$ cat src/sv/dcbad_pkg.sv
// Shared types, address constants and window helpers of the dual-processor bus address decoder.
package dcbad_pkg;

    typedef logic [4:0] target_t;

    localparam target_t T_BIOS7     = 5'd0;
    localparam target_t T_MAIN      = 5'd1;
    localparam target_t T_SHARED    = 5'd2;
    localparam target_t T_WORK      = 5'd3;
    localparam target_t T_BIOS9     = 5'd4;
    localparam target_t T_ITCM      = 5'd5;
    localparam target_t T_DTCM      = 5'd6;
    localparam target_t T_DMA       = 5'd7;
    localparam target_t T_TIMER     = 5'd8;
    localparam target_t T_IPC       = 5'd9;
    localparam target_t T_CART      = 5'd10;
    localparam target_t T_INTC      = 5'd11;
    localparam target_t T_SPICTL    = 5'd12;
    localparam target_t T_SPIDATA   = 5'd13;
    localparam target_t T_DISPSTAT  = 5'd14;
    localparam target_t T_KEYS      = 5'd15;
    localparam target_t T_VRAM      = 5'd16;
    localparam target_t T_ROMDATA   = 5'd17;
    localparam target_t T_LOCAL     = 5'd18;
    localparam target_t T_IGNORED   = 5'd19;
    localparam target_t T_UNHANDLED = 5'd20;

    localparam logic [1:0] SZ_BYTE = 2'd0;
    localparam logic [1:0] SZ_HALF = 2'd1;
    localparam logic [1:0] SZ_WORD = 2'd2;

    localparam logic [1:0] ALLOC_ALL_ARM9 = 2'd0;
    localparam logic [1:0] ALLOC_LOW_HALF = 2'd1;
    localparam logic [1:0] ALLOC_HIGH_HALF = 2'd2;
    localparam logic [1:0] ALLOC_ALL_ARM7 = 2'd3;

    localparam logic [31:0] MAIN_BASE    = 32'h0200_0000;
    localparam logic [31:0] SHARED_BASE  = 32'h0300_0000;
    localparam logic [31:0] WORK_BASE    = 32'h0380_0000;
    localparam logic [31:0] WIN_8M       = 32'h0080_0000;
    localparam logic [31:0] WIN_16M      = 32'h0100_0000;
    localparam logic [31:0] IO_BASE      = 32'h0400_0000;
    localparam logic [31:0] DMA_BASE     = 32'h0400_00B0;
    localparam logic [31:0] TIMER_BASE   = 32'h0400_0100;
    localparam logic [31:0] IPC_BASE     = 32'h0400_0180;
    localparam logic [31:0] CART_BASE    = 32'h0400_01A0;
    localparam logic [31:0] INTC_BASE    = 32'h0400_0208;
    localparam logic [31:0] BANK_BASE    = 32'h0400_0240;
    localparam logic [31:0] BANK_LAST    = 32'h0400_0249;
    localparam logic [31:0] VRAM_BASE    = 32'h0680_0000;
    localparam logic [31:0] BIOS7_LEN    = 32'h0000_4000;
    localparam logic [31:0] DTCM_BASE    = 32'h0080_0000;
    localparam logic [31:0] DTCM_ALIAS   = 32'h0B00_0000;
    localparam logic [31:0] ITCM_BASE    = 32'h0100_0000;
    localparam logic [31:0] BIOS9_BASE   = 32'hFFFF_0000;
    localparam logic [31:0] ROMDATA_ADDR = 32'h0410_0010;

    localparam logic [31:0] MASK_MAIN  = 32'h003F_FFFF;
    localparam logic [31:0] MASK_WORK  = 32'h0000_FFFF;
    localparam logic [31:0] MASK_16K   = 32'h0000_3FFF;
    localparam logic [31:0] MASK_32K   = 32'h0000_7FFF;
    localparam logic [31:0] HIGH_BANK  = 32'h0000_4000;
    localparam logic [31:0] MASK_B9_H  = 32'h0000_0FFE;
    localparam logic [31:0] MASK_B9_W  = 32'h0000_0FFC;

    // Byte offset of the allocation register inside the bank-control range.
    localparam logic [3:0] ALLOC_SLOT = 4'd7;

    typedef struct packed {
        logic        processor;
        logic        mode;
        logic [1:0]  access_size;
        logic [31:0] address;
        logic [31:0] write_data;
    } access_t;

    typedef struct packed {
        target_t     target;
        logic [21:0] local_offset;
        logic [31:0] read_data;
        logic        halt_request;
    } result_t;

    typedef struct packed {
        logic        alloc_we;
        logic [1:0]  alloc_val;
        logic        byte_we;
        logic [3:0]  byte_idx;
        logic [7:0]  byte_val;
        logic        word_we;
        logic [31:0] word_val;
    } state_upd_t;

    function automatic logic in_win(input logic [31:0] a, input logic [31:0] base,
                                    input logic [31:0] len);
        return (a >= base) && ((a - base) < len);
    endfunction

    function automatic logic [21:0] win_off(input logic [31:0] a, input logic [31:0] base);
        return 22'(a - base);
    endfunction

    function automatic logic [21:0] mask_off(input logic [31:0] a, input logic [31:0] mask);
        return 22'(a & mask);
    endfunction

endpackage

$ cat src/sv/dcbad_state.sv
// Configuration port, power-on flag, shared-RAM allocation and bank-control registers.
module dcbad_state
    import dcbad_pkg::*;
#(
    parameter int VRAM_BANKS = 9
) (
    input  logic        aclk,
    input  logic        aresetn,
    input  logic        psel,
    input  logic        penable,
    input  logic        pwrite,
    input  logic [2:0]  paddr,
    input  logic [31:0] pwdata,
    output logic [31:0] prdata,
    output logic        pready,
    input  logic        upd_en,
    input  state_upd_t  upd,
    output logic [7:0]  power_on_flag,
    output logic [1:0]  alloc,
    output logic [31:0] banks_lo
);

    logic [7:0] flag_reg;
    logic [7:0] flag_next;
    logic [1:0] alloc_reg;
    logic [1:0] alloc_next;
    logic [7:0] bank_reg [VRAM_BANKS];
    logic       cfg_wr;

    assign pready = 1'b1;
    // Only the first register exists; paddr[2] set is beyond the register list.
    assign cfg_wr = psel && penable && pwrite && pready && !paddr[2];
    assign prdata = paddr[2] ? 32'd0 : {24'd0, flag_reg};

    assign flag_next  = cfg_wr ? pwdata[7:0] : flag_reg;
    assign alloc_next = (upd_en && upd.alloc_we) ? upd.alloc_val : alloc_reg;

    always_ff @(posedge aclk) begin
        if (!aresetn) begin
            flag_reg  <= 8'd0;
            alloc_reg <= ALLOC_ALL_ARM9;
        end else begin
            flag_reg  <= flag_next;
            alloc_reg <= alloc_next;
        end
    end

    for (genvar i = 0; i < VRAM_BANKS; i++) begin : g_bank
        logic [7:0] bank_next;
        always_comb begin
            bank_next = bank_reg[i];
            if (upd_en && upd.byte_we && upd.byte_idx == 4'(i)) begin
                bank_next = upd.byte_val;
            end
            if (i < 4) begin
                if (upd_en && upd.word_we) begin
                    bank_next = upd.word_val[8*(i%4) +: 8];
                end
            end
        end
        always_ff @(posedge aclk) begin
            if (!aresetn) begin
                bank_reg[i] <= 8'd0;
            end else begin
                bank_reg[i] <= bank_next;
            end
        end
    end

    // Banks that do not exist read as zero.
    for (genvar j = 0; j < 4; j++) begin : g_lo
        if (j < VRAM_BANKS) begin : g_have
            assign banks_lo[8*j +: 8] = bank_reg[j];
        end else begin : g_none
            assign banks_lo[8*j +: 8] = 8'd0;
        end
    end

    assign power_on_flag = flag_reg;
    assign alloc         = alloc_reg;

endmodule

$ cat src/sv/dcbad_decode.sv
// Region decode of one bus access into target, offset, local read data and state updates.
module dcbad_decode
    import dcbad_pkg::*;
(
    input  access_t     acc,
    input  logic [7:0]  power_on_flag,
    input  logic [1:0]  alloc,
    input  logic [31:0] banks_lo,
    output result_t     res,
    output state_upd_t  upd
);

    logic        wr;
    logic [1:0]  sz;
    logic [31:0] a;
    logic [31:0] d;
    logic [3:0]  kidx;
    logic [31:0] main_len;

    assign wr       = acc.mode;
    assign sz       = acc.access_size;
    assign a        = acc.address;
    assign d        = acc.write_data;
    assign kidx     = 4'(a - BANK_BASE);
    assign main_len = (sz == SZ_BYTE && !wr) ? WIN_8M : WIN_16M;

    always_comb begin
        res        = '0;
        res.target = T_UNHANDLED;
        upd        = '0;
        if (sz == 2'd3) begin
            res.target = T_UNHANDLED;
        end else if (!acc.processor) begin
            // ARM7 side
            if (a < BIOS7_LEN && !(wr && sz == SZ_HALF)) begin
                if (wr) begin
                    res.target = T_IGNORED;
                end else begin
                    res.target       = T_BIOS7;
                    res.local_offset = mask_off(a, MASK_16K);
                end
            end else if (in_win(a, MAIN_BASE, WIN_8M)) begin
                res.target       = T_MAIN;
                res.local_offset = mask_off(a, MASK_MAIN);
            end else if (in_win(a, SHARED_BASE, WIN_8M)) begin
                case (alloc)
                    ALLOC_ALL_ARM9: begin
                        res.target       = T_WORK;
                        res.local_offset = mask_off(a, MASK_WORK);
                    end
                    ALLOC_LOW_HALF: begin
                        res.target       = T_SHARED;
                        res.local_offset = mask_off(a, MASK_16K);
                    end
                    ALLOC_HIGH_HALF: begin
                        res.target       = T_SHARED;
                        res.local_offset = mask_off(HIGH_BANK | a, HIGH_BANK | MASK_16K);
                    end
                    default: begin
                        res.target       = T_SHARED;
                        res.local_offset = mask_off(a, MASK_32K);
                    end
                endcase
            end else if (in_win(a, WORK_BASE, WIN_8M)) begin
                res.target       = T_WORK;
                res.local_offset = mask_off(a, MASK_WORK);
            end else if (sz == SZ_HALF && in_win(a, DMA_BASE, 32'h30)) begin
                res.target       = T_DMA;
                res.local_offset = win_off(a, DMA_BASE);
            end else if (wr && sz != SZ_BYTE && in_win(a, TIMER_BASE, 32'h10)) begin
                res.target       = T_TIMER;
                res.local_offset = win_off(a, TIMER_BASE);
            end else if ((wr || sz == SZ_WORD) && in_win(a, CART_BASE, 32'h1C)) begin
                res.target       = T_CART;
                res.local_offset = win_off(a, CART_BASE);
            end else if (sz == SZ_HALF && in_win(a, IPC_BASE, 32'h10)) begin
                res.target       = T_IPC;
                res.local_offset = win_off(a, IPC_BASE);
            end else if ((wr || sz == SZ_WORD) && in_win(a, INTC_BASE, 32'h10)) begin
                res.target       = T_INTC;
                res.local_offset = win_off(a, INTC_BASE);
            end else if (sz == SZ_BYTE) begin
                if (a == IO_BASE + 32'h138) begin
                    res.target = wr ? T_IGNORED : T_LOCAL;
                end else if (a == IO_BASE + 32'h1C2) begin
                    res.target = T_SPIDATA;
                end else if (!wr && a == IO_BASE + 32'h300) begin
                    res.target    = T_LOCAL;
                    res.read_data = {24'd0, power_on_flag};
                end else if (wr && a == IO_BASE + 32'h301) begin
                    res.target       = T_LOCAL;
                    res.halt_request = d[7];
                end
            end else if (sz == SZ_HALF) begin
                if (!wr && a == IO_BASE + 32'h4) begin
                    res.target = T_DISPSTAT;
                end else if (!wr && a == IO_BASE + 32'h130) begin
                    res.target = T_KEYS;
                end else if (wr && a == IO_BASE + 32'h1C0) begin
                    res.target = T_SPICTL;
                end else if (wr && a == IO_BASE + 32'h1C2) begin
                    res.target = T_SPIDATA;
                end
            end else if (!wr) begin
                if (a == IO_BASE + 32'h1C0) begin
                    res.target = T_SPICTL;
                end else if (a == ROMDATA_ADDR) begin
                    res.target = T_ROMDATA;
                end
            end
        end else begin
            // ARM9 side
            if (sz == SZ_WORD && in_win(a, DTCM_BASE, 32'h4000)) begin
                res.target       = T_DTCM;
                res.local_offset = mask_off(a, MASK_16K);
            end else if (sz == SZ_WORD && in_win(a, ITCM_BASE, 32'h8000)) begin
                res.target       = T_ITCM;
                res.local_offset = mask_off(a, MASK_32K);
            end else if (in_win(a, MAIN_BASE, main_len)) begin
                res.target       = T_MAIN;
                res.local_offset = mask_off(a, MASK_MAIN);
            end else if (sz != SZ_BYTE && in_win(a, IO_BASE, 32'h70)) begin
                // Word reads of this range have no handler anywhere further down.
                if (sz == SZ_HALF && a == IO_BASE + 32'h4) begin
                    res.target = T_DISPSTAT;
                end else if (sz == SZ_WORD && !wr) begin
                    res.target = T_UNHANDLED;
                end else begin
                    res.target = wr ? T_IGNORED : T_LOCAL;
                end
            end else if (sz == SZ_WORD && in_win(a, DMA_BASE, 32'h40)) begin
                res.target       = T_DMA;
                res.local_offset = win_off(a, DMA_BASE);
            end else if (wr && sz == SZ_HALF && in_win(a, DMA_BASE, 32'h30)) begin
                res.target       = T_DMA;
                res.local_offset = win_off(a, DMA_BASE);
            end else if (wr && sz == SZ_HALF && in_win(a, TIMER_BASE, 32'h10)) begin
                res.target       = T_TIMER;
                res.local_offset = win_off(a, TIMER_BASE);
            end else if (sz == SZ_HALF && in_win(a, IPC_BASE, 32'h10)) begin
                res.target       = T_IPC;
                res.local_offset = win_off(a, IPC_BASE);
            end else if (in_win(a, INTC_BASE, 32'h10)) begin
                res.target       = T_INTC;
                res.local_offset = win_off(a, INTC_BASE);
            end else if (wr && sz == SZ_WORD && (in_win(a, 32'h0400_1000, 32'h70)
                         || in_win(a, 32'h0500_0000, 32'h800))) begin
                res.target = T_IGNORED;
            end else if (wr && sz != SZ_BYTE && in_win(a, VRAM_BASE, 32'h000A_4000)) begin
                res.target       = T_VRAM;
                res.local_offset = win_off(a, VRAM_BASE);
            end else if (wr && sz == SZ_WORD && in_win(a, 32'h0700_0000, 32'h800)) begin
                res.target = T_IGNORED;
            end else if (sz == SZ_WORD && in_win(a, DTCM_ALIAS, 32'h4000)) begin
                res.target       = T_DTCM;
                res.local_offset = mask_off(a, MASK_16K);
            end else if (!wr && sz != SZ_BYTE && a >= BIOS9_BASE) begin
                res.target       = T_BIOS9;
                res.local_offset = mask_off(a, (sz == SZ_HALF) ? MASK_B9_H : MASK_B9_W);
            end else if (sz == SZ_BYTE) begin
                if (!wr && a == IO_BASE + 32'h300) begin
                    res.target    = T_LOCAL;
                    res.read_data = {24'd0, power_on_flag};
                end else if (wr && a inside {[BANK_BASE : BANK_LAST]}) begin
                    res.target = T_LOCAL;
                    if (kidx == ALLOC_SLOT) begin
                        upd.alloc_we  = 1'b1;
                        upd.alloc_val = d[1:0];
                    end else begin
                        // Bank controls skip the allocation byte.
                        upd.byte_we  = 1'b1;
                        upd.byte_idx = (kidx < ALLOC_SLOT) ? kidx : kidx - 4'd1;
                        upd.byte_val = d[7:0];
                    end
                end
            end else if (sz == SZ_HALF) begin
                if (!wr && a == IO_BASE + 32'h130) begin
                    res.target = T_KEYS;
                end else if (wr && (a == IO_BASE + 32'h204 || a == IO_BASE + 32'h304)) begin
                    res.target = T_IGNORED;
                end
            end else if (!wr) begin
                if (a == BANK_BASE) begin
                    res.target    = T_LOCAL;
                    res.read_data = banks_lo;
                end else if (a == IO_BASE + 32'h4000 || a == IO_BASE + 32'h4008) begin
                    res.target = T_LOCAL;
                end
            end else begin
                if (a == IO_BASE + 32'h1A0 || a == IO_BASE + 32'h1A4
                    || a == IO_BASE + 32'h304) begin
                    res.target = T_IGNORED;
                end else if (a == BANK_BASE) begin
                    res.target    = T_LOCAL;
                    upd.word_we   = 1'b1;
                    upd.word_val  = d;
                end
            end
        end
    end

endmodule

$ cat src/sv/dual_cpu_bus_address_decoder_unit.sv
// Top level of the dual-processor bus address decoder: stream stages around the decode.
// An accepted access beat waits in the input register; its decoded result is then
// presented from the result register. Throughput: one access beat per cycle unless
// m_tready stalls; a new beat can enter while a finished result waits on m_tready.
// Reset clears both stage valids, the power-on flag, the shared-RAM allocation
// and all bank-control bytes to zero.
module dual_cpu_bus_address_decoder_unit
    import dcbad_pkg::*;
#(
    parameter int VRAM_BANKS = 9
) (
    input  logic        aclk,
    input  logic        aresetn,
    input  logic        s_tvalid,
    output logic        s_tready,
    input  logic [63:0] s_tdata,   // address [31:0], write_data [63:32]
    input  logic [3:0]  s_tuser,   // processor [0], mode [1], access_size [3:2]
    output logic        m_tvalid,
    input  logic        m_tready,
    output logic [55:0] m_tdata,   // local_offset [21:0], read_data [53:22],
                                   // halt_request [54], zero [55]
    output logic [4:0]  m_tuser,   // target [4:0]
    input  logic        psel,
    input  logic        penable,
    input  logic        pwrite,
    input  logic [2:0]  paddr,
    input  logic [31:0] pwdata,
    output logic [31:0] prdata,
    output logic        pready
);

    logic        in_valid_reg;
    logic        in_valid_next;
    access_t     in_acc_reg;
    logic        out_valid_reg;
    logic        out_valid_next;
    result_t     res_reg;
    result_t     res_comb;
    state_upd_t  upd;
    logic        advance;
    logic        s_fire;
    logic [7:0]  power_on_flag;
    logic [1:0]  alloc;
    logic [31:0] banks_lo;

    assign advance  = in_valid_reg && (!out_valid_reg || m_tready);
    assign s_tready = !in_valid_reg || advance;
    assign s_fire   = s_tvalid && s_tready;

    assign in_valid_next  = s_fire ? 1'b1 : (advance ? 1'b0 : in_valid_reg);
    assign out_valid_next = advance ? 1'b1 : (m_tready ? 1'b0 : out_valid_reg);

    always_ff @(posedge aclk) begin
        if (!aresetn) begin
            in_valid_reg  <= 1'b0;
            out_valid_reg <= 1'b0;
        end else begin
            in_valid_reg  <= in_valid_next;
            out_valid_reg <= out_valid_next;
        end
    end

    always_ff @(posedge aclk) begin
        if (s_fire) begin
            in_acc_reg.processor   <= s_tuser[0];
            in_acc_reg.mode        <= s_tuser[1];
            in_acc_reg.access_size <= s_tuser[3:2];
            in_acc_reg.address     <= s_tdata[31:0];
            in_acc_reg.write_data  <= s_tdata[63:32];
        end
        if (advance) begin
            res_reg <= res_comb;
        end
    end

    dcbad_decode u_decode (
        .acc           (in_acc_reg),
        .power_on_flag (power_on_flag),
        .alloc         (alloc),
        .banks_lo      (banks_lo),
        .res           (res_comb),
        .upd           (upd)
    );

    // State changes take effect as the access leaves the input register, so the
    // next access already decodes against them.
    dcbad_state #(
        .VRAM_BANKS (VRAM_BANKS)
    ) u_state (
        .aclk          (aclk),
        .aresetn       (aresetn),
        .psel          (psel),
        .penable       (penable),
        .pwrite        (pwrite),
        .paddr         (paddr),
        .pwdata        (pwdata),
        .prdata        (prdata),
        .pready        (pready),
        .upd_en        (advance),
        .upd           (upd),
        .power_on_flag (power_on_flag),
        .alloc         (alloc),
        .banks_lo      (banks_lo)
    );

    assign m_tvalid = out_valid_reg;
    assign m_tdata  = {1'b0, res_reg.halt_request, res_reg.read_data, res_reg.local_offset};
    assign m_tuser  = res_reg.target;

    a_halt_local: assert property (@(posedge aclk) disable iff (!aresetn)
        m_tvalid && m_tdata[54] |-> m_tuser == T_LOCAL)
        else $error("halt request on a beat whose target is not local");

    a_data_local: assert property (@(posedge aclk) disable iff (!aresetn)
        m_tvalid && m_tdata[53:22] != 32'd0 |-> m_tuser == T_LOCAL)
        else $error("nonzero read data on a beat whose target is not local");

    a_stage_moves: assert property (@(posedge aclk) disable iff (!aresetn)
        in_valid_reg && !out_valid_reg |=> out_valid_reg)
        else $error("held access did not move into a free result register");

    a_upd_arm9: assert property (@(posedge aclk) disable iff (!aresetn)
        advance && (upd.alloc_we || upd.byte_we || upd.word_we)
        |-> in_acc_reg.processor && in_acc_reg.mode)
        else $error("bank-control update from an access that is not an ARM9 write");

endmodule
$ cat config.mk
export PLATFORM = sky130hd
export DESIGN_NAME = dual_cpu_bus_address_decoder_unit
export DESIGN_NICKNAME = d
export VERILOG_FILES = /design/src/sv/dcbad_pkg.sv /design/src/sv/dcbad_state.sv /design/src/sv/dcbad_decode.sv /design/src/sv/dual_cpu_bus_address_decoder_unit.sv
export SDC_FILE = /design/constraint.sdc
export NUM_CORES = 1
export LEC_CHECK = 0
export BUFFER_PORTS_ARGS = -buffer_cell sky130_fd_sc_hd__buf_2
export CORE_MARGIN = 2
export CORE_UTILIZATION = 50
export CTS_CLUSTER_DIAMETER = 30
export CTS_CLUSTER_SIZE = 12
export DETAILED_ROUTE_END_ITERATION = 7
export PLACE_DENSITY_LB_ADDON = 0.08
export SLEW_MARGIN = 20
export SYNTH_ARGS = -nofsm -noshare
export SYNTH_HDL_FRONTEND = slang
export SYNTH_SLANG_ARGS = --single-unit
$ cat constraint.sdc
create_clock -name aclk -period 12.4 [get_ports aclk]
set_input_delay 0.62 -clock aclk [delete_from_list [all_inputs] [get_ports aclk]]
set_output_delay 0.62 -clock aclk [all_outputs]
set_load 0.1 [all_outputs]
# Word-level counts from Yosys, hierarchy flattened
# Memory sizes are Yosys's and may differ from the RTL's.
# Cells that the tools add are included.
[totals]
ff_bits = 140
wordCells = 397
memories = 1
latch_bits = 0
ramBits = 72
rom_bits = 0
output_inout_bits = 96
[classes]
addsub = 18
shifts = 0
magnitude_cmp = 39
mux = 187
n_reduce_logical = 93
div = 0
bitwise_logic = 12
n_eq_ne = 34
n_mul = 0
[memory_table]
columns = ["memory", "words", "width", "rd", "rd_ports_with_merged_regs", "wr", "line", "rtl"]
rows = [
  ["u_state.bank_reg", 9, 8, 4, 0, 9, "dcbad_state.sv:27", "logic [7:0] bank_reg [VRAM_BANKS];"],
]
[op_table]
columns = ["cell", "count"]
rows = [
  ["27-bit 2-to-1 mux", 44],
  ["54-bit 2-to-1 mux", 17],
  ["49-bit 2-to-1 mux", 16],
  ["33-bit 2-to-1 mux", 17],
  ["32-bit by 27-bit == test with 1-bit output (second input constant)", 15],
  ["32-bit 2-to-1 mux", 15],
  ["32-bit by 27-bit greater-or-equal comparator with 1-bit output (second input constant)", 11],
  ["32-bit by 27-bit subtractor with 32-bit output (second input constant)", 10],
  ["8-bit 2-to-1 mux", 24],
  ["5-bit 2-to-1 mux", 26],
  ["32-bit by 5-bit less-than comparator with 1-bit output (second input constant)", 4],
  ["32-bit by 26-bit greater-or-equal comparator with 1-bit output (second input constant)", 3],
  ["32-bit by 15-bit less-than comparator with 1-bit output (second input constant)", 3],
  ["32-bit by 24-bit less-than comparator with 1-bit output (second input constant)", 3],
  ["32-bit by 7-bit less-than comparator with 1-bit output (second input constant)", 3],
  ["32-bit by 26-bit subtractor with 32-bit output (second input constant)", 3],
  ["23-bit case mux with 3 select lines", 1],
  ["1-bit logical AND", 68],
  ["32-bit by 12-bit less-than comparator with 1-bit output (second input constant)", 2],
  ["59-bit 2-to-1 mux", 1],
  ["16-bit 2-to-1 mux", 3],
  ["22-bit 2-to-1 mux", 2],
  ["32-bit by 24-bit greater-or-equal comparator with 1-bit output (second input constant)", 1],
  ["32-bit by 25-bit greater-or-equal comparator with 1-bit output (second input constant)", 1],
  ["other kinds (36)", 90],
]

# Longest topological paths before layout
# Gate-level depths: netlist of the first run.
[depth]
ltp_word = 62
mapped_depth = 17
ltp_nobuf = 13

# By module
# Synthesis of the first run repeated with hierarchy kept, for this count alone.
[unflattened]
cells_unflattened = 1451
hier_area_um2 = 12635.9
[modules_own_cells]
columns = ["module", "area_each_um2", "instances", "cells_each"]
rows = [
  ["dcbad_decode", 6565.0, 1, 1041],
  ["dual_cpu_bus_address_decoder_unit", 3958.8, 1, 139],
  ["dcbad_state", 2112.0, 1, 271],
]

# Least setup slack after synthesis of the first run
# OpenSTA, ideal clock, no wires.
[synth_path]
path_kind = "reg2reg"
from = "register in_acc_reg[38] (netlist bit)"
to = "register res_reg (netlist bit m_tdata[23]) (data pin)"
stages_incl_launch_ff = 15
setup_time_ps = 256
n_path_buf = 2
required_time_ps = 12144
setup_slack_ps = 8017
arrival_ps = 4127
period_less_slack_ps = 4383
path_cell_list = "edfxtp_1 > clkbuf_1 > clkbuf_1 > inv_1 > ha_1 > nor2b_1 > o21ai_1 > a41oi_1 > or4b_2 > or4_1 > or4_4 > o21ai_4 > nor3_2 > a41o_1 > a22o_1"
[synth_between]
elab_chain_cells = 34
word_cells_on_any_way = 139
classes_between = "add/sub: 16; order compare: 36; eq/ne: 4; mux: 46; reduce/logical: 37"
[synth_lines]
columns = ["item", "line", "rtl"]
rows = [
  ["from (decl)", "dual_cpu_bus_address_decoder_unit.sv:34", "access_t in_acc_reg;"],
  ["parallel branches: the longest is 33 deep, another holds 32-bit by 28-bit subtractor with 32-bit output", "--", ""],
  ["59-bit 2-to-1 mux *", "dcbad_decode.sv:33", "end else if (!acc.processor) begin"],
  ["to (signal assigned)", "dual_cpu_bus_address_decoder_unit.sv:72", "res_reg <= res_comb;"],
  ["to (decl)", "dual_cpu_bus_address_decoder_unit.sv:37", "result_t res_reg;"],
]
# Mark *: on every way between the ends. The select of a mux whose other input is x is not followed.
# A chain may end at the register's enable or synchronous reset.

==> results of run 1 <==
==> layout by cell type, fill, tap and decap left out, types with 9 or more instances in the layout <==
cell type and instances:
nand4_1 60, mux2i_1 33, xor2_1 14, or3_1 20
buf_4 40, a21boi_0 14, nand3_1 56, conb_1 26
or2_2 17, dfxtp_1 44, a211oi_1 10, edfxtp_1 128
and2_1 40, nand2b_1 19, a21o_1 13, o21a_1 11
nand3b_1 9, and4_1 10, nor4_1 47, o21ai_0 64
nand4b_1 9, nand2_1 150, and3_1 24, o31ai_1 11
o211ai_1 13, a21bo_2 16, nor3_1 45, a21oi_1 39
a22o_1 10, buf_2 152, ha_1 36, nor2_1 96
nor2b_1 32, or4_1 25, inv_1 30, xnor2_1 30
a31oi_1 14, clkbuf_16 17
==> critical path, stage by stage, from the launching register on <==
cell and delay, ns:
edfxtp_1 0.38, buf_4 0.25, inv_1 0.36, ha_1 0.66, nor2b_1 0.34, o41ai_1 1.04
o2111ai_1 0.26, nor4_2 0.96, nand2_1 0.80, and3_1 0.56, o21bai_2 0.44, mux2i_1 0.19
==> area by class of cell <==
class	count	area [um2]	share of cell area (%)
inverters	31	116	0.789
clock buffers	17	425	2.89
flip-flops and latches	172	4720	32.1
clock inverters	15	213	1.44
repair buffers	192	1060	7.20
multi-input cells	1180	7780	52.8
well taps	335	419	2.84
==> metrics by stage <==
stage	setup WS (ns)	cells	utilization [%]	hold slack, ns
global placement	6.07	1910	54.4	0.439
CTS	6.23	1942	56.9	0.324
detailed placement	6.26	1910	54.4	0.445
finish	5.97	1942	56.9	0.325
floorplan	8.02	1514	-	0.430
global route	5.93	1942	56.9	0.308
==> layer usage <==
metal | vias to the layer above | global-route usage (%) | share of wire, %
li1 | 5810 | - | -
met1 | 6391 | 54.3 | 42
met2 | 997 | 52.4 | 41
met3 | 172 | 10.6 | 13
met4 | 0 | 13.9 | 4.1
met5 | - | 0 | 0
==> worst max path at each step <==
stage,end,slack [ns],cells after the start
2_1_floorplan,m_tdata[23],8.02,14
3_3_place_gp,u_state.bank_reg[2][2],6.07,11
3_5_place_dp,u_state.bank_reg[2][7],6.26,11
4_1_cts,u_state.bank_reg[2][5],6.23,11
5_1_grt,u_state.bank_reg[3][1],5.93,14
6_report,u_state.bank_reg[2][5],5.97,11
==> report_power, final <==
| group | total [mW] | switching (mW) | internal (mW) |
|---|---|---|---|
| Combinational | 0.339 | 0.266 | 0.0731 |
| Sequential | 0.662 | 0.0194 | 0.643 |
| Clock | 0.602 | 0.318 | 0.283 |
| Total | 1.60 | 0.604 | 0.999 |
==> kinds of logic after synthesis <==
| group | count (synthesis) | synth area share (%) |
|---|---|---|
| and+or+nand+nor | 718 | 31.1 |
| AOI/OAI and AO/OA | 320 | 17.9 |
| DFF | 172 | 35.9 |
| buffers and inverters | 162 | 5.80 |
| xor gates and xnor gates | 44 | 2.93 |
| adders and majority gates | 36 | 3.43 |
| muxes | 36 | 2.85 |
| other | 2 | 0.0571 |
==> impl_metrics.yaml, run 1 <==
status:
  status: "complete, no violations"
clocking:
  cts_hold_buf: 0
  post_cts_buffers: 0
  clkSinkCount: 172
  clock_latency_ns: 0.46
  cts_made_buffers: 17
  cts-root-buf: "clkbuf_16"
  ctsResizeCount: 0
  path_clk_slew_ns: 0.10
  htree_levels: 4
  cts_tree: "built"
  cts_buffer_depth: 2
worst_hold_path:
  hp-class: "input pin to flip-flop"
  hold_depth: 1
  holdPathEnd: "in_acc_reg[56]"
  min_from: "s_tdata[24]"
drt:
  wl_per_cell_um: 27.1
  drc: 0
  drtPass1Iterations: 6
  via_per_inst: 6.88
  drt-initial-drc-count: 2203
  wirelength_mm: 52.6
  via_count: 13400
  ant_nets: 0
finish:
  largest_reg_flops: 68
  drive_above_1_share_pct: 19.2
  fin_area_mm2: 0.0147
  area_delta_synth_final_pct: 12.1
  fill_cells: 2408
  antenna_cells: 0
  finalNetCount: 1740
critical_path:
  cp-end-kind: "flip-flop"
  r2r-end: "u_state.bank_reg[2][5]"
  crit_start: "in_acc_reg[56]"
  required_ns: 12.70
  critPathLaunchType: "flip-flop"
  cp_data_arrival_time_ns: 6.74
  rr_startpoint: "in_acc_reg[56]"
  reg2regPathDepth: 11
  worst-path-max-fanout: 25
  crit_type: "flip-flop to flip-flop"
  reg2reg_slack_ns: 5.97
timing:
  hold_viol: 0
  setup_viol: 0
  rsz0062_at_grt: "false"
  relSlewSlack_pct: 23.6
  tns_ns: 0
  period_share_pct: 51.9
  min_period_ns: 6.43
  fmax_ghz: 0.155
  fin_worst_skew_ns: 0.0266
  worst_pin_slew_ns: 1.13
  drv_slew: 0
synth:
  syn_avg_cell_area_um2: 8.82
  synth.distinct_cells: 95
  synth_area_mm2: 0.0131
  synthFlopType: "edfxtp_1"
  synth_edf_count: 128
  yosys_warnings: 0
  synthCells: 1490
  synthTopCellsByArea: "edfxtp_1 (29%), dfxtp_1 (6.7%), nand2_1 (4.3%), ha_1 (3.4%), nand4_1 (2.9%)"
  async_reset_ff_share_pct: 0
  ys_seq_area_share_pct: 35.9
  yosysMostFrequentCell: "nand2_1"
  yosysTopAreaCell: "edfxtp_1"
  synth_top_area_share_pct: 29.2
  ys_ff_latch: 172
  yosys-top-cells-count: "nand2_1 (150), edfxtp_1 (128), nor2_1 (96)"
floorplan:
  start_util_pct: 50.7
  dieArea_mm2: 0.0276
  die_width_um: 166
  rows: 59
  ios: 206
  fp.coreArea_mm2: 0.0259
  die_h_um: 166
global_route:
  grt_max_degree: 71
  grt_pass1_wl_mm: 78.2
  antenna_found_initial: 0
  grt.overflow.total: 0
  grt_pass1_vias: 12300
  grt_usage_pct: 37.3
power_and_ir_drop:
  power.leakage_nw: 5.36
  power_density_mw_per_mm2: 109
  power.total_mw: 1.60
  vdd_ir_drop_max_mv: 0.0745
place:
  gp_congestion: 1.04
  placement.io_buffers: 153
  place_area_mm2: 0.0141
  dp_hpwl_mm: 38.0
job:
  cap_violations: 0
No activity file was read; power rests on OpenSTA's default activity.
==> run 2, diff against run 1 <==
==> constraint.sdc (replaced) <==
create_clock -name aclk -period 5.6 [get_ports aclk]
set_input_delay 0.28 -clock aclk [delete_from_list [all_inputs] [get_ports aclk]]
set_output_delay 0.28 -clock aclk [all_outputs]
set_load 0.1 [all_outputs]
==> impl_metrics.yaml, run 2 (same netlist as run 1, synthesis figures left out) <==
status:
  status: "complete, no violations"
critical_path:
  reg2reg_slack_ns: 0.70
  reg2regPathDepth: 11
  required_ns: 5.78
  rr_startpoint: "in_acc_reg[37]"
  critPathLaunchType: "flip-flop"
  cp-end-kind: "flip-flop"
  cp_data_arrival_time_ns: 5.08
  worst-path-max-fanout: 8
  critPathMaxStageDelay_ns: 0.77
  worst_path_max_delay_cell: "nor4b_1"
  path_cells: "inv_1 > ha_1 > nor4b_1 > a21oi_1 > or4b_2 > or4_1 > or4_4 > o21ai_4 > nor3_2 > a41o_1 > a22o_1"
  crit_type: "flip-flop to flip-flop"
  r2r-end: "m_tdata[23]"
floorplan:
  ios: 206
  start_util_pct: 50.7
  die_width_um: 166
  dieArea_mm2: 0.0276
  rows: 59
  fp.coreArea_mm2: 0.0259
  die_h_um: 166
finish:
  final_cells: 2028
  largest_reg_flops: 68
  finalNetCount: 1826
  drive_above_1_share_pct: 23.1
  antenna_cells: 0
  final_cell_mix: "buf_2 (152), nand2_1 (150), edfxtp_1 (128), buf_4 (122), nor2_1 (96)"
  area_delta_synth_final_pct: 16.9
  final_common_cell: "buf_2"
clocking:
  cts_buffer_depth: 2
  cts_made_buffers: 17
  clkSinkCount: 172
  ctsResizeCount: 0
  post_cts_buffers: 0
  path_clk_slew_ns: 0.09
  cts-root-buf: "clkbuf_16"
  cts_tree: "built"
  clock_latency_ns: 0.44
  htree_levels: 4
place:
  gp_congestion: 1.05
  place_ws_ns: 0.858
  placement.io_buffers: 153
  dp.cells: 1995
  dp_hpwl_mm: 41.1
timing:
  min_period_ns: 4.90
  drv_slew: 0
  tns_ns: 0
  period_share_pct: 87.5
  fin_worst_skew_ns: 0.0190
  rsz0062_at_grt: "false"
  fin_ws_ns: 0.702
  setup_viol: 0
  fmax_ghz: 0.204
  hold_viol: 0
  relSlewSlack_pct: 33.0
  worst_pin_slew_ns: 1.00
  hold_slack_ns: 0.00569
global_route:
  antenna_found_initial: 0
  grt_max_degree: 71
  grt_pass1_wl_mm: 80.9
  grt.overflow.total: 0
  grt_usage_pct: 38.4
  grt_pass1_vias: 12700
worst_hold_path:
  hp-class: "input pin to flip-flop"
  holdPathEnd: "in_acc_reg[20]"
  hold_depth: 1
  min_from: "s_tdata[52]"
drt:
  drt-initial-drc-count: 2040
  via_count: 13800
  drc: 0
  drtPass1Iterations: 6
  wirelength_mm: 54.3
  ant_nets: 0
  via_per_inst: 6.81
  wl_per_cell_um: 26.8
job:
  cap_violations: 0
power_and_ir_drop:
  power.leakage_nw: 5.77
  power.total_mw: 3.46
  vdd_ir_drop_max_mv: 0.171
  power_density_mw_per_mm2: 225
==> run 2: changes by cell type in the layout (fill, tap and decap cells not counted), sizes merged <==
cell | previous run | this run
dlygate4sd3 | 0 | 1
buf | 192 | 277
==> run 2: metrics by stage <==
step	area [um2]	utilization, %
4_1_cts	15400	59.3
6_report	15400	59.3
2_1_floorplan	13200	-
3_5_place_dp	14800	57.0
3_3_place_gp	14800	57.0
5_1_grt	15400	59.3
==> run 2: report_power, final <==
part | internal [mW] | total, mW | switching (mW) | leakage (nW)
clock | 0.604 | 1.21 | 0.605 | 0.294
sequential | 1.42 | 1.47 | 0.0482 | 1.55
combinational | 0.183 | 0.779 | 0.596 | 3.93
==> run 2: per-layer routing <==
layer  vias up  global-route usage (%)  share of wire [%]
met1      6519                    56.4                 42
met4         0                    13.2                3.7
met2      1119                    54.1                 41
met3       169                    10.7                 14
li1       5994                       -                  -
met5         -                       0                  0
==> run 2: timing repair <==
action / in CTS / in global routing
hold buffers: 0 / 1
hold endpoints to repair: 0 / 1
endpoints found under the setup margin: 0 / 0
==> run 2: cell type report <==
| type | instances | area, um2 |
|---|---|---|
| Clock inverter | 15 | 175 |
| Fill cell | 2272 | 10500 |
| Sequential cell | 172 | 4720 |
| Inverter | 31 | 116 |
| Multi-Input combinational cell | 1180 | 7760 |
| Timing Repair Buffer | 278 | 1750 |
| Clock buffer | 17 | 425 |
| Tap cell | 335 | 419 |
==> run 2: worst max-delay path by stage <==
stage / startpoint / cells after the start / to / slack (ns)
detailed placement: in_acc_reg[37] / 11 / m_tdata[29] / 0.86
global placement: in_acc_reg[58] / 14 / m_tdata[5] / 0.90
finish: in_acc_reg[37] / 11 / m_tdata[23] / 0.70
global route: in_acc_reg[37] / 11 / m_tdata[29] / 0.53
floorplan: in_acc_reg[38] / 14 / m_tdata[23] / 1.22
CTS: in_acc_reg[37] / 11 / m_tdata[23] / 0.82
==> run 2: critical path, delay by kind of cell, from the launching register on <==
family	cells	cell delay, ns
AND/OR/NAND/NOR	5	2.64
AO/OA/AOI/OAI	4	0.95
buffers and inverters	1	0.27
adder cells (fa/ha/maj)	1	0.39
flip-flops	1	0.38
